==> src/design/spi_adc_channel_scan_master_defines.svh <==
// ----------------------------------------------------------------------------
// spi adc scan master assertion macros
// shared property shorthands, clocked on clk with rst_n as the disable
// ----------------------------------------------------------------------------
`ifndef SPI_ADC_CHANNEL_SCAN_MASTER_DEFINES_SVH
`define SPI_ADC_CHANNEL_SCAN_MASTER_DEFINES_SVH

// same-cycle implication
`define SPIADC_ASSERT_IMP(lbl, ante, cons, msg) \
    lbl: assert property (@(posedge clk) disable iff (!rst_n) (ante) |-> (cons)) \
        else $error(msg);

// next-cycle implication
`define SPIADC_ASSERT_NXT(lbl, ante, cons, msg) \
    lbl: assert property (@(posedge clk) disable iff (!rst_n) (ante) |=> (cons)) \
        else $error(msg);

`endif

==> src/design/spiadc_pkg.sv <==
// ----------------------------------------------------------------------------
// spiadc_pkg
// shared constants, types and helpers of the spi adc scan master
// ----------------------------------------------------------------------------
package spiadc_pkg;

    localparam int FRAME_BITS  = 16;
    localparam int SAMPLE_BITS = 12;
    localparam int BC_W        = $clog2(FRAME_BITS);

    localparam int WORD_W = 16;
    localparam int SLOT_W = 8;
    localparam int IDX_W  = 3;

    // register indexes of the configuration port
    localparam logic [IDX_W-1:0] REG_INIT_WORD  = 3'd0;
    localparam logic [IDX_W-1:0] REG_CMD_FIRST  = 3'd1;
    localparam logic [IDX_W-1:0] REG_CMD_SECOND = 3'd2;
    localparam logic [IDX_W-1:0] REG_CMD_THIRD  = 3'd3;
    localparam logic [IDX_W-1:0] REG_HOLD_SLOTS = 3'd4;
    localparam logic [IDX_W-1:0] REG_GAP_SLOTS  = 3'd5;

    // reset values of the registers
    localparam logic [WORD_W-1:0] RST_INIT_WORD  = 16'h1880;
    localparam logic [WORD_W-1:0] RST_CMD_FIRST  = 16'h1080;
    localparam logic [WORD_W-1:0] RST_CMD_SECOND = 16'h1100;
    localparam logic [WORD_W-1:0] RST_CMD_THIRD  = 16'h1180;
    localparam logic [SLOT_W-1:0] RST_HOLD_SLOTS = 8'd4;
    localparam logic [SLOT_W-1:0] RST_GAP_SLOTS  = 8'd4;

    // request codes
    localparam logic [1:0] REQ_NONE  = 2'd0;
    localparam logic [1:0] REQ_INIT  = 2'd1;
    localparam logic [1:0] REQ_SCAN1 = 2'd2;
    localparam logic [1:0] REQ_SCAN3 = 2'd3;

    typedef enum logic [1:0] {
        PH_IDLE  = 2'd0,
        PH_SHIFT = 2'd1,
        PH_HOLD  = 2'd2,
        PH_GAP   = 2'd3
    } phase_t;

    typedef struct packed {
        logic [WORD_W-1:0] init_word;
        logic [WORD_W-1:0] cmd_word_first;
        logic [WORD_W-1:0] cmd_word_second;
        logic [WORD_W-1:0] cmd_word_third;
        logic [SLOT_W-1:0] hold_slots;
        logic [SLOT_W-1:0] gap_slots;
    } cfg_t;

    typedef struct packed {
        logic                   cs_n;
        logic                   mosi_bit;
        logic                   clock_pulse;
        logic                   sample_valid;
        logic [SAMPLE_BITS-1:0] sample_value;
        logic [1:0]             sample_index;
        logic                   last_sample;
        logic                   busy_res;
        logic                   req_dropped;
    } result_t;

    // frames sent for a request code
    function automatic logic [2:0] frames_in_mode(input logic [1:0] mode);
        logic [2:0] n;
        unique case (mode)
            REQ_INIT:  n = 3'd1;
            REQ_SCAN1: n = 3'd2;
            REQ_SCAN3: n = 3'd6;
            default:   n = 3'd0;
        endcase
        return n;
    endfunction

    // command word for a frame pair of the given mode
    function automatic logic [WORD_W-1:0] word_for(input cfg_t cfg, input logic [1:0] mode,
                                                   input logic [1:0] pair);
        logic [WORD_W-1:0] w;
        w = cfg.cmd_word_first;
        if (mode == REQ_INIT)
        begin
            w = cfg.init_word;
        end
        else if (mode == REQ_SCAN3 && pair == 2'd0)
        begin
            w = cfg.cmd_word_second;
        end
        else if (mode == REQ_SCAN3 && pair == 2'd1)
        begin
            w = cfg.cmd_word_third;
        end
        return w;
    endfunction

    // fit a 16-bit word to the frame width
    function automatic logic [FRAME_BITS-1:0] frame_word(input logic [WORD_W-1:0] w);
        logic [FRAME_BITS+WORD_W-1:0] wide;
        wide = {{FRAME_BITS{1'b0}}, w};
        return wide[FRAME_BITS-1:0];
    endfunction

    // low sample bits of a read-back frame
    function automatic logic [SAMPLE_BITS-1:0] sample_of(input logic [FRAME_BITS-1:0] s);
        logic [FRAME_BITS+SAMPLE_BITS-1:0] wide;
        wide = {{SAMPLE_BITS{1'b0}}, s};
        return wide[SAMPLE_BITS-1:0];
    endfunction

endpackage

==> src/design/spi_adc_channel_scan_master.sv <==
// ----------------------------------------------------------------------------
// spi_adc_channel_scan_master
// pin-level spi master scanning a serial adc, one bit slot per input word
// ----------------------------------------------------------------------------
// usage
//   input channel (in_valid / in_stall): one word per bit slot, carrying the
//   sampled miso bit and an optional request (init frame, one- or three-channel
//   scan); requests arriving mid-sequence are flagged in req_dropped and ignored
//   output channel (out_valid / out_stall): one word per input word with the
//   pins for that slot (cs_n, mosi_bit, clock_pulse) plus sample reports
//   a word accepted into the input register is worked on by the sequencer and
//   held in the output register, which drives the output channel
//   throughput: one word per cycle while the output does not stall, set by the
//   single-slot sequencer step
//   stall: the output register plus a skid entry keep the input side open as
//   the output stalls; a full skid entry raises in_stall until a word drains
//   reset: sequencer idle, configuration back to its defaults, both registers
//   empty; the user, unchecked by the block, has configuration written through
//   cfg_we / cfg_index / cfg_wdata only while no sequence or word is in flight
// ----------------------------------------------------------------------------
`include "spi_adc_channel_scan_master_defines.svh"

module spi_adc_channel_scan_master
(
    input  logic                                clk,
    input  logic                                rst_n,
    // configuration write port
    input  logic                                cfg_we,
    input  logic [spiadc_pkg::IDX_W-1:0]        cfg_index,
    input  logic [spiadc_pkg::WORD_W-1:0]       cfg_wdata,
    // input channel
    input  logic                                in_valid,
    output logic                                in_stall,
    input  logic [1:0]                          req_type,
    input  logic                                miso_bit,
    // output channel
    output logic                                out_valid,
    input  logic                                out_stall,
    output logic                                cs_n,
    output logic                                mosi_bit,
    output logic                                clock_pulse,
    output logic                                sample_valid,
    output logic [spiadc_pkg::SAMPLE_BITS-1:0]  sample_value,
    output logic [1:0]                          sample_index,
    output logic                                last_sample,
    output logic                                busy_res,
    output logic                                req_dropped
);
    import spiadc_pkg::*;

    // configuration registers
    cfg_t    cfg_reg;

    // input register
    logic       in_valid_reg;
    logic [1:0] req_reg;
    logic       miso_reg;

    logic    buf_full;
    logic    step;
    result_t step_word;
    result_t out_word;

    always_ff @(posedge clk or negedge rst_n)
    begin
        if (!rst_n)
        begin
            cfg_reg.init_word       <= RST_INIT_WORD;
            cfg_reg.cmd_word_first  <= RST_CMD_FIRST;
            cfg_reg.cmd_word_second <= RST_CMD_SECOND;
            cfg_reg.cmd_word_third  <= RST_CMD_THIRD;
            cfg_reg.hold_slots      <= RST_HOLD_SLOTS;
            cfg_reg.gap_slots       <= RST_GAP_SLOTS;
        end
        else if (cfg_we)
        begin
            unique case (cfg_index)
                REG_INIT_WORD:  cfg_reg.init_word       <= cfg_wdata;
                REG_CMD_FIRST:  cfg_reg.cmd_word_first  <= cfg_wdata;
                REG_CMD_SECOND: cfg_reg.cmd_word_second <= cfg_wdata;
                REG_CMD_THIRD:  cfg_reg.cmd_word_third  <= cfg_wdata;
                REG_HOLD_SLOTS: cfg_reg.hold_slots      <= cfg_wdata[SLOT_W-1:0];
                REG_GAP_SLOTS:  cfg_reg.gap_slots       <= cfg_wdata[SLOT_W-1:0];
                default:
                begin
                end
            endcase
        end
    end

    // the held word steps the sequencer whenever the output side has room
    assign step     = in_valid_reg && !buf_full;
    assign in_stall = in_valid_reg && buf_full;

    always_ff @(posedge clk or negedge rst_n)
    begin
        if (!rst_n)
        begin
            in_valid_reg <= 1'b0;
        end
        else if (!in_stall)
        begin
            in_valid_reg <= in_valid;
        end
    end

    always_ff @(posedge clk)
    begin
        if (!in_stall)
        begin
            req_reg  <= req_type;
            miso_reg <= miso_bit;
        end
    end

    spiadc_engine u_engine
    (
        .clk      (clk),
        .rst_n    (rst_n),
        .step     (step),
        .req_type (req_reg),
        .miso_bit (miso_reg),
        .cfg      (cfg_reg),
        .res      (step_word)
    );

    spiadc_outbuf u_outbuf
    (
        .clk       (clk),
        .rst_n     (rst_n),
        .push      (step),
        .push_word (step_word),
        .full      (buf_full),
        .out_valid (out_valid),
        .out_stall (out_stall),
        .out_word  (out_word)
    );

    // output word onto the pins
    assign cs_n         = out_word.cs_n;
    assign mosi_bit     = out_word.mosi_bit;
    assign clock_pulse  = out_word.clock_pulse;
    assign sample_valid = out_word.sample_valid;
    assign sample_value = out_word.sample_value;
    assign sample_index = out_word.sample_index;
    assign last_sample  = out_word.last_sample;
    assign busy_res     = out_word.busy_res;
    assign req_dropped  = out_word.req_dropped;

    // a held word waits only while the buffer is full
    `SPIADC_ASSERT_NXT(a_held_word_kept, in_stall, in_valid_reg, "held input word dropped")
    `SPIADC_ASSERT_IMP(a_clock_needs_select, out_valid && clock_pulse, !cs_n && busy_res,
                       "clock pulse with chip select high")
    `SPIADC_ASSERT_IMP(a_idle_pins, out_valid && !busy_res,
                       cs_n && !mosi_bit && !clock_pulse && !sample_valid,
                       "pins active outside a sequence")

endmodule

==> src/design/spiadc_engine.sv <==
// ----------------------------------------------------------------------------
// spiadc_engine
// frame sequencer: one bit slot per step, gives the pin word for that slot
// ----------------------------------------------------------------------------
`include "spi_adc_channel_scan_master_defines.svh"

module spiadc_engine
(
    input  logic                 clk,
    input  logic                 rst_n,
    input  logic                 step,
    input  logic [1:0]           req_type,
    input  logic                 miso_bit,
    input  spiadc_pkg::cfg_t     cfg,
    output spiadc_pkg::result_t  res
);
    import spiadc_pkg::*;

    phase_t                phase_reg, phase_next;
    logic [1:0]            scan_mode_reg, scan_mode_next;
    logic [2:0]            frame_count_reg, frame_count_next;
    logic [BC_W-1:0]       bit_count_reg, bit_count_next;
    logic [SLOT_W-1:0]     slot_count_reg, slot_count_next;
    logic [FRAME_BITS-1:0] shift_out_reg, shift_out_next;
    logic [FRAME_BITS-1:0] shift_in_reg, shift_in_next;

    // state as seen in this slot, after a possible start
    logic                  start, dropped;
    phase_t                ph_e;
    logic [1:0]            mode_e;
    logic [2:0]            fc_e;
    logic [BC_W-1:0]       bc_e;
    logic [FRAME_BITS-1:0] so_e, si_e;

    logic                  last_bit;
    logic [FRAME_BITS-1:0] so_sh, si_sh;
    logic [3:0]            fc_inc;
    logic                  frames_done;
    logic [SLOT_W-1:0]     slot_dec;
    logic                  frame_end, hold_end, gap_end;
    logic                  to_hold, to_gap, to_next;

    always_comb
    begin
        start   = step && (req_type != REQ_NONE) && (phase_reg == PH_IDLE);
        dropped = step && (req_type != REQ_NONE) && (phase_reg != PH_IDLE);
        if (start)
        begin
            ph_e   = PH_SHIFT;
            mode_e = req_type;
            fc_e   = 3'd0;
            bc_e   = '0;
            so_e   = frame_word(word_for(cfg, req_type, 2'd0));
            si_e   = '0;
        end
        else
        begin
            ph_e   = phase_reg;
            mode_e = scan_mode_reg;
            fc_e   = frame_count_reg;
            bc_e   = bit_count_reg;
            so_e   = shift_out_reg;
            si_e   = shift_in_reg;
        end
    end

    assign last_bit    = (bc_e == BC_W'(FRAME_BITS - 1));
    assign so_sh       = {so_e[FRAME_BITS-2:0], 1'b0};
    assign si_sh       = {si_e[FRAME_BITS-2:0], miso_bit};
    assign fc_inc      = {1'b0, fc_e} + 4'd1;
    assign frames_done = (fc_inc >= {1'b0, frames_in_mode(mode_e)});
    assign slot_dec    = slot_count_reg - SLOT_W'(1);

    // end-of-phase decisions; zero hold or gap skips straight through
    assign frame_end = (ph_e == PH_SHIFT) && last_bit;
    assign hold_end  = (ph_e == PH_HOLD) && (slot_dec == '0);
    assign gap_end   = (ph_e == PH_GAP) && (slot_dec == '0);
    assign to_hold   = frame_end && (cfg.hold_slots != '0);
    assign to_gap    = ((frame_end && (cfg.hold_slots == '0)) || hold_end)
                       && (cfg.gap_slots != '0);
    assign to_next   = ((frame_end && (cfg.hold_slots == '0)) || hold_end)
                       && (cfg.gap_slots == '0) || gap_end;

    // next state
    always_comb
    begin
        phase_next       = phase_reg;
        scan_mode_next   = scan_mode_reg;
        frame_count_next = frame_count_reg;
        bit_count_next   = bit_count_reg;
        slot_count_next  = slot_count_reg;
        shift_out_next   = shift_out_reg;
        shift_in_next    = shift_in_reg;
        if (step)
        begin
            phase_next       = ph_e;
            scan_mode_next   = mode_e;
            frame_count_next = fc_e;
            bit_count_next   = bc_e;
            shift_out_next   = so_e;
            shift_in_next    = si_e;
            unique case (ph_e)
                PH_IDLE:
                begin
                end
                PH_SHIFT:
                begin
                    shift_out_next = so_sh;
                    shift_in_next  = si_sh;
                    bit_count_next = bc_e + BC_W'(1);
                end
                PH_HOLD, PH_GAP:
                begin
                    slot_count_next = slot_dec;
                end
                default:
                begin
                end
            endcase
            priority if (to_hold)
            begin
                phase_next      = PH_HOLD;
                slot_count_next = cfg.hold_slots;
            end
            else if (to_gap)
            begin
                phase_next      = PH_GAP;
                slot_count_next = cfg.gap_slots;
            end
            else if (to_next)
            begin
                if (frames_done)
                begin
                    phase_next       = PH_IDLE;
                    frame_count_next = 3'd0;
                    slot_count_next  = '0;
                end
                else
                begin
                    phase_next       = PH_SHIFT;
                    frame_count_next = fc_inc[2:0];
                    shift_out_next   = frame_word(word_for(cfg, mode_e, fc_inc[2:1]));
                    shift_in_next    = '0;
                    bit_count_next   = '0;
                end
            end
            else
            begin
            end
        end
    end

    // pin word for this slot
    always_comb
    begin
        res              = '0;
        res.cs_n         = 1'b1;
        res.req_dropped  = dropped;
        unique case (ph_e)
            PH_IDLE:
            begin
            end
            PH_SHIFT:
            begin
                res.busy_res    = 1'b1;
                res.cs_n        = 1'b0;
                res.clock_pulse = 1'b1;
                res.mosi_bit    = so_e[FRAME_BITS-1];
                if (last_bit && (mode_e >= REQ_SCAN1) && fc_e[0])
                begin
                    res.sample_valid = 1'b1;
                    res.sample_value = sample_of(si_sh);
                    res.sample_index = fc_e[2:1];
                    res.last_sample  = frames_done;
                end
            end
            PH_HOLD:
            begin
                res.busy_res = 1'b1;
                res.cs_n     = 1'b0;
            end
            PH_GAP:
            begin
                res.busy_res = 1'b1;
            end
            default:
            begin
            end
        endcase
    end

    always_ff @(posedge clk or negedge rst_n)
    begin
        if (!rst_n)
        begin
            phase_reg       <= PH_IDLE;
            scan_mode_reg   <= 2'd0;
            frame_count_reg <= 3'd0;
            bit_count_reg   <= '0;
            slot_count_reg  <= '0;
            shift_out_reg   <= '0;
            shift_in_reg    <= '0;
        end
        else
        begin
            phase_reg       <= phase_next;
            scan_mode_reg   <= scan_mode_next;
            frame_count_reg <= frame_count_next;
            bit_count_reg   <= bit_count_next;
            slot_count_reg  <= slot_count_next;
            shift_out_reg   <= shift_out_next;
            shift_in_reg    <= shift_in_next;
        end
    end

    `SPIADC_ASSERT_IMP(a_frame_range, 1'b1, frame_count_reg < 3'd6, "frame count out of range")
    `SPIADC_ASSERT_IMP(a_idle_clear, phase_reg == PH_IDLE, frame_count_reg == 3'd0,
                       "frame count left set in idle")
    `SPIADC_ASSERT_IMP(a_sample_in_frame, step && res.sample_valid,
                       res.clock_pulse && !res.cs_n && res.busy_res,
                       "sample outside a clocked frame slot")

endmodule

==> src/design/spiadc_outbuf.sv <==
// ----------------------------------------------------------------------------
// spiadc_outbuf
// result register with skid entry towards the output channel
// ----------------------------------------------------------------------------
`include "spi_adc_channel_scan_master_defines.svh"

module spiadc_outbuf
(
    input  logic                 clk,
    input  logic                 rst_n,
    input  logic                 push,
    input  spiadc_pkg::result_t  push_word,
    output logic                 full,
    output logic                 out_valid,
    input  logic                 out_stall,
    output spiadc_pkg::result_t  out_word
);
    import spiadc_pkg::*;

    logic    head_valid_reg, head_valid_next;
    logic    skid_valid_reg, skid_valid_next;
    result_t head_reg, head_next;
    result_t skid_reg, skid_next;
    logic    pop;

    assign pop       = head_valid_reg && !out_stall;
    assign full      = skid_valid_reg;
    assign out_valid = head_valid_reg;
    assign out_word  = head_reg;

    always_comb
    begin
        head_valid_next = head_valid_reg;
        skid_valid_next = skid_valid_reg;
        head_next       = head_reg;
        skid_next       = skid_reg;
        if (!head_valid_reg || pop)
        begin
            if (skid_valid_reg)
            begin
                head_next       = skid_reg;
                head_valid_next = 1'b1;
                skid_valid_next = 1'b0;
            end
            else
            begin
                head_next       = push_word;
                head_valid_next = push;
            end
        end
        else if (push)
        begin
            skid_next       = push_word;
            skid_valid_next = 1'b1;
        end
    end

    always_ff @(posedge clk or negedge rst_n)
    begin
        if (!rst_n)
        begin
            head_valid_reg <= 1'b0;
            skid_valid_reg <= 1'b0;
        end
        else
        begin
            head_valid_reg <= head_valid_next;
            skid_valid_reg <= skid_valid_next;
        end
    end

    always_ff @(posedge clk)
    begin
        head_reg <= head_next;
        skid_reg <= skid_next;
    end

    `SPIADC_ASSERT_IMP(a_skid_behind_head, skid_valid_reg, head_valid_reg,
                       "skid entry held without a head word")
    `SPIADC_ASSERT_IMP(a_no_push_full, push, !skid_valid_reg, "word pushed into a full buffer")
    `SPIADC_ASSERT_NXT(a_skid_kept, skid_valid_reg && !pop, skid_valid_reg,
                       "skid word lost while stalled")

endmodule

==> config.mk <==
export PLATFORM = sky130hd
export DESIGN_NAME = spi_adc_channel_scan_master
export DESIGN_NICKNAME = d
export VERILOG_FILES = /design/src/design/spiadc_pkg.sv /design/src/design/spi_adc_channel_scan_master.sv /design/src/design/spiadc_engine.sv /design/src/design/spiadc_outbuf.sv
export VERILOG_INCLUDE_DIRS = /design/src /design/src/design
export SDC_FILE = /design/constraint.sdc
export NUM_CORES = 1
export LEC_CHECK = 0
export ABC_AREA = 1
export BUFFER_PORTS_ARGS = -buffer_cell sky130_fd_sc_hd__clkbuf_2
export CAP_MARGIN = 20
export CORE_AREA = 2 2 101 176
export DETAILED_ROUTE_END_ITERATION = 8
export DIE_AREA = 0 0 103 178
export PLACE_DENSITY = 0.76
export SLEW_MARGIN = 0
export SYNTH_ARGS = -nofsm -noshare
export SYNTH_HDL_FRONTEND = slang
export SYNTH_SLANG_ARGS = --single-unit
==> constraint.sdc <==
create_clock -name clk -period 3 [get_ports clk]
set_input_delay 0.6 -clock clk [delete_from_list [all_inputs] [get_ports clk]]
set_output_delay 0.6 -clock clk [all_outputs]
set_load 0.02 [all_outputs]
==> metrics <==
Hold Crit Class=in -> async; syn_area_per_cell=7.56 um^2; CTS sink count=174; final instance area=roughly 10000 um^2; crit-path leading delay family=simple AND/OR/NAND/NOR gates; Max Clock Freq=between 0.3 and 0.4 GHz; die height=178 um; I/O pin count=50; commonest non-fill, non-tap cell in the layout=nand2_1; worst slew pin tran=about 0.68 ns; port buffer count=49; peak supply drop=469 uV; WL met3=roughly 990 um; WP data arrival=roughly 3.0 ns; starting density of the core=a little over half; Net Count, Synth=1250; crit-path cells=inv_2, nand2_2, nor2_4, nand2_4, nand2_1, nand2_2, a21oi_4, ha_1, o21ai_0, inv_1, o21ai_0, inv_1, nor3_4, buf_4, nor2_1, nand2_1, nand2_1; area growth from synthesis to layout=12.4%; CP Data Required Time=approximately 3.2 ns; Site Rows=63; clock slew seen by the registers of the worst setup and hold paths=roughly 0.07 ns; cell mode on critical path=nand2_1; Critical Path Start=u_outbuf.full; routed via count=a little under 8000; commonest non-fill, non-tap cells in the layout=nand2_1 (489), inv_1 (122), dfrtp_1 (117); Clock Skew=around 0.011 ns; sequential share of the synthesized area=about half; H-tree levels=4; die area=between 15000 and 20000 um^2; final setup vio count=0; CP max-delay cell=dfrtp_1; CTS tree=done; final core utilization=just over 60%; Ant. Diodes=0; met1 wire length=8.74 mm; layout cell share with drive strength beyond 1=13.4%; first-pass GRT wire length=roughly 36 mm; Post-Syn Area=~9000 um^2; Vias/cell=~5.3; Syn Inst Count=~1200; Synth Flop Type=dfrtp_1; GR Overflow Total=0; Power Density=roughly 770 nW/um^2; drt pass-1 iters=6; CTS hold repair buffers=0; DRT iter0 DRCs=529; leading area contributor after synthesis=dfrtp_1; antenna violations before repair=0; final hold viol count=0; total CTS buffers=17; metal2 WL=11.3 mm; worst r2r src=u_outbuf.full; DRC=0; Yosys cell types=39; crit path kind=reg -> reg; post-route ant nets=0; post-detail-place hpwl=14.4 mm; largest net degree at the start of global routing=between 40 and 50; synth top area cells=dfrtp_1 (32%), nand2_1 (20%), edfxtp_1 (15%); die width=approximately 100 um; placed inst area=9660 um^2; R2R setup slack=roughly 0.21 ns; Slew Limit Fails=0; crit-path max FO=10; fin crit share=between 90% and 100%; Post-synth EDFFs=between 40 and 50; Skew-Pair Late Insertion Delay=about 0.44 ns; yosys warns=0; vias in the first global route=~7600; placer congestion estimate=~0.85; worst path bufs/invs=4; # nets final=roughly 1300; ys async rst share=between 70% and 80%; top layer in use=met4; drt total wl=~22 mm; Max clock buf depth=2; crit end category=flop; crit start category=flop; Yosys reg bits=about 170; setup TNS=0 ns; Leak Pwr=~5.3 nW; clk root buf=clkbuf_16; Slew HR=54.4%; core area=16900 um^2; share of the synthesized area in the top cell type=31.9%; MaxCap Viol Count=0; max incr delay on CP=between 0.3 and 0.4 ns; status=finished clean; All-Layer GR Usage=roughly a quarter; Tmin final=roughly 2.8 ns; wire per inst=between 10 and 15 um; max FFs per register=80
==> cell usage after synthesis (11+ instances only) <==
master	number
nand2_1	490
inv_1	122
dfrtp_1	117
o21ai_0	113
nor2_1	69
nand3_1	62
edfxtp_1	45
clkbuf_1	32
o21ai_1	31
buf_2	20
a21oi_1	13
dfstp_2	12
inv_2	11
o221ai_1	11
==> final cells by class <==
cell class,count,area [um^2]
clock inverter,15,154
inverter,134,503
tap,227,284
clock buffer,17,425
sequential,174,4590
multi-input combinational,848,3830
timing repair buffer,84,539
fill,1535,6540
==> path summary, 6_finish.rpt <==
check / end / cells past startpoint
setup reg to reg: u_outbuf.out_word[2] / 17
hold / removal: cfg_reg[12] / 1
min in group clk: miso_reg / 1
setup / recovery: u_outbuf.out_word[2] / 17
max in group asynchronous: cfg_reg[10] / 2
hold reg to reg: u_engine.shift_in_reg[4] / 2
==> through the flow <==
| stage | setup WS, ns | total power, mW | instances | hold slack [ns] |
|---|---|---|---|---|
| 6_report | 0.213 | 7.92 | 1499 | 0.165 |
| 2_1_floorplan | 0.226 | 5.08 | 1216 | 0.304 |
| 3_3_place_gp | 0.205 | 5.64 | 1461 | 0.462 |
| 3_5_place_dp | 0.0855 | 5.70 | 1461 | 0.465 |
| 4_1_cts | 0.0508 | 7.88 | 1493 | 0.170 |
| 5_1_grt | -0.0113 | 8.46 | 1499 | 0.200 |
==> routing by layer <==
metal  global-route usage (%)  vias up
met1                     30.0     3669
li1                         -     3945
met2                     44.4      241
met4                     10.9        0
met5                        0        -
met3                     3.68       57
==> power breakdown <==
group          total [mW]  internal (mW)  switching, mW
registers            3.22           2.94          0.285
logic                2.54          0.862           1.68
clock network        2.16           1.11           1.05
==> timing repair <==
item / 4_1_cts / 5_1_grt
setup endpoints to repair: 0 / 42
resized for setup: 0 / 9
buffers inserted: 0 / 6
hold endpoints to repair: 0 / 0
==> logic make-up (layout without fill, tap and decap cells) <==
family	count (synthesis)	count (layout)	synth area share, %
buf+inv	194	250	8.65
compound gates	180	180	10.6
simple gates	659	659	29.6
fa+ha+maj	7	7	0.953
xor+xnor	2	2	0.191
flops	174	174	50.0
Note: power is estimated with default switching activity, not from simulation.
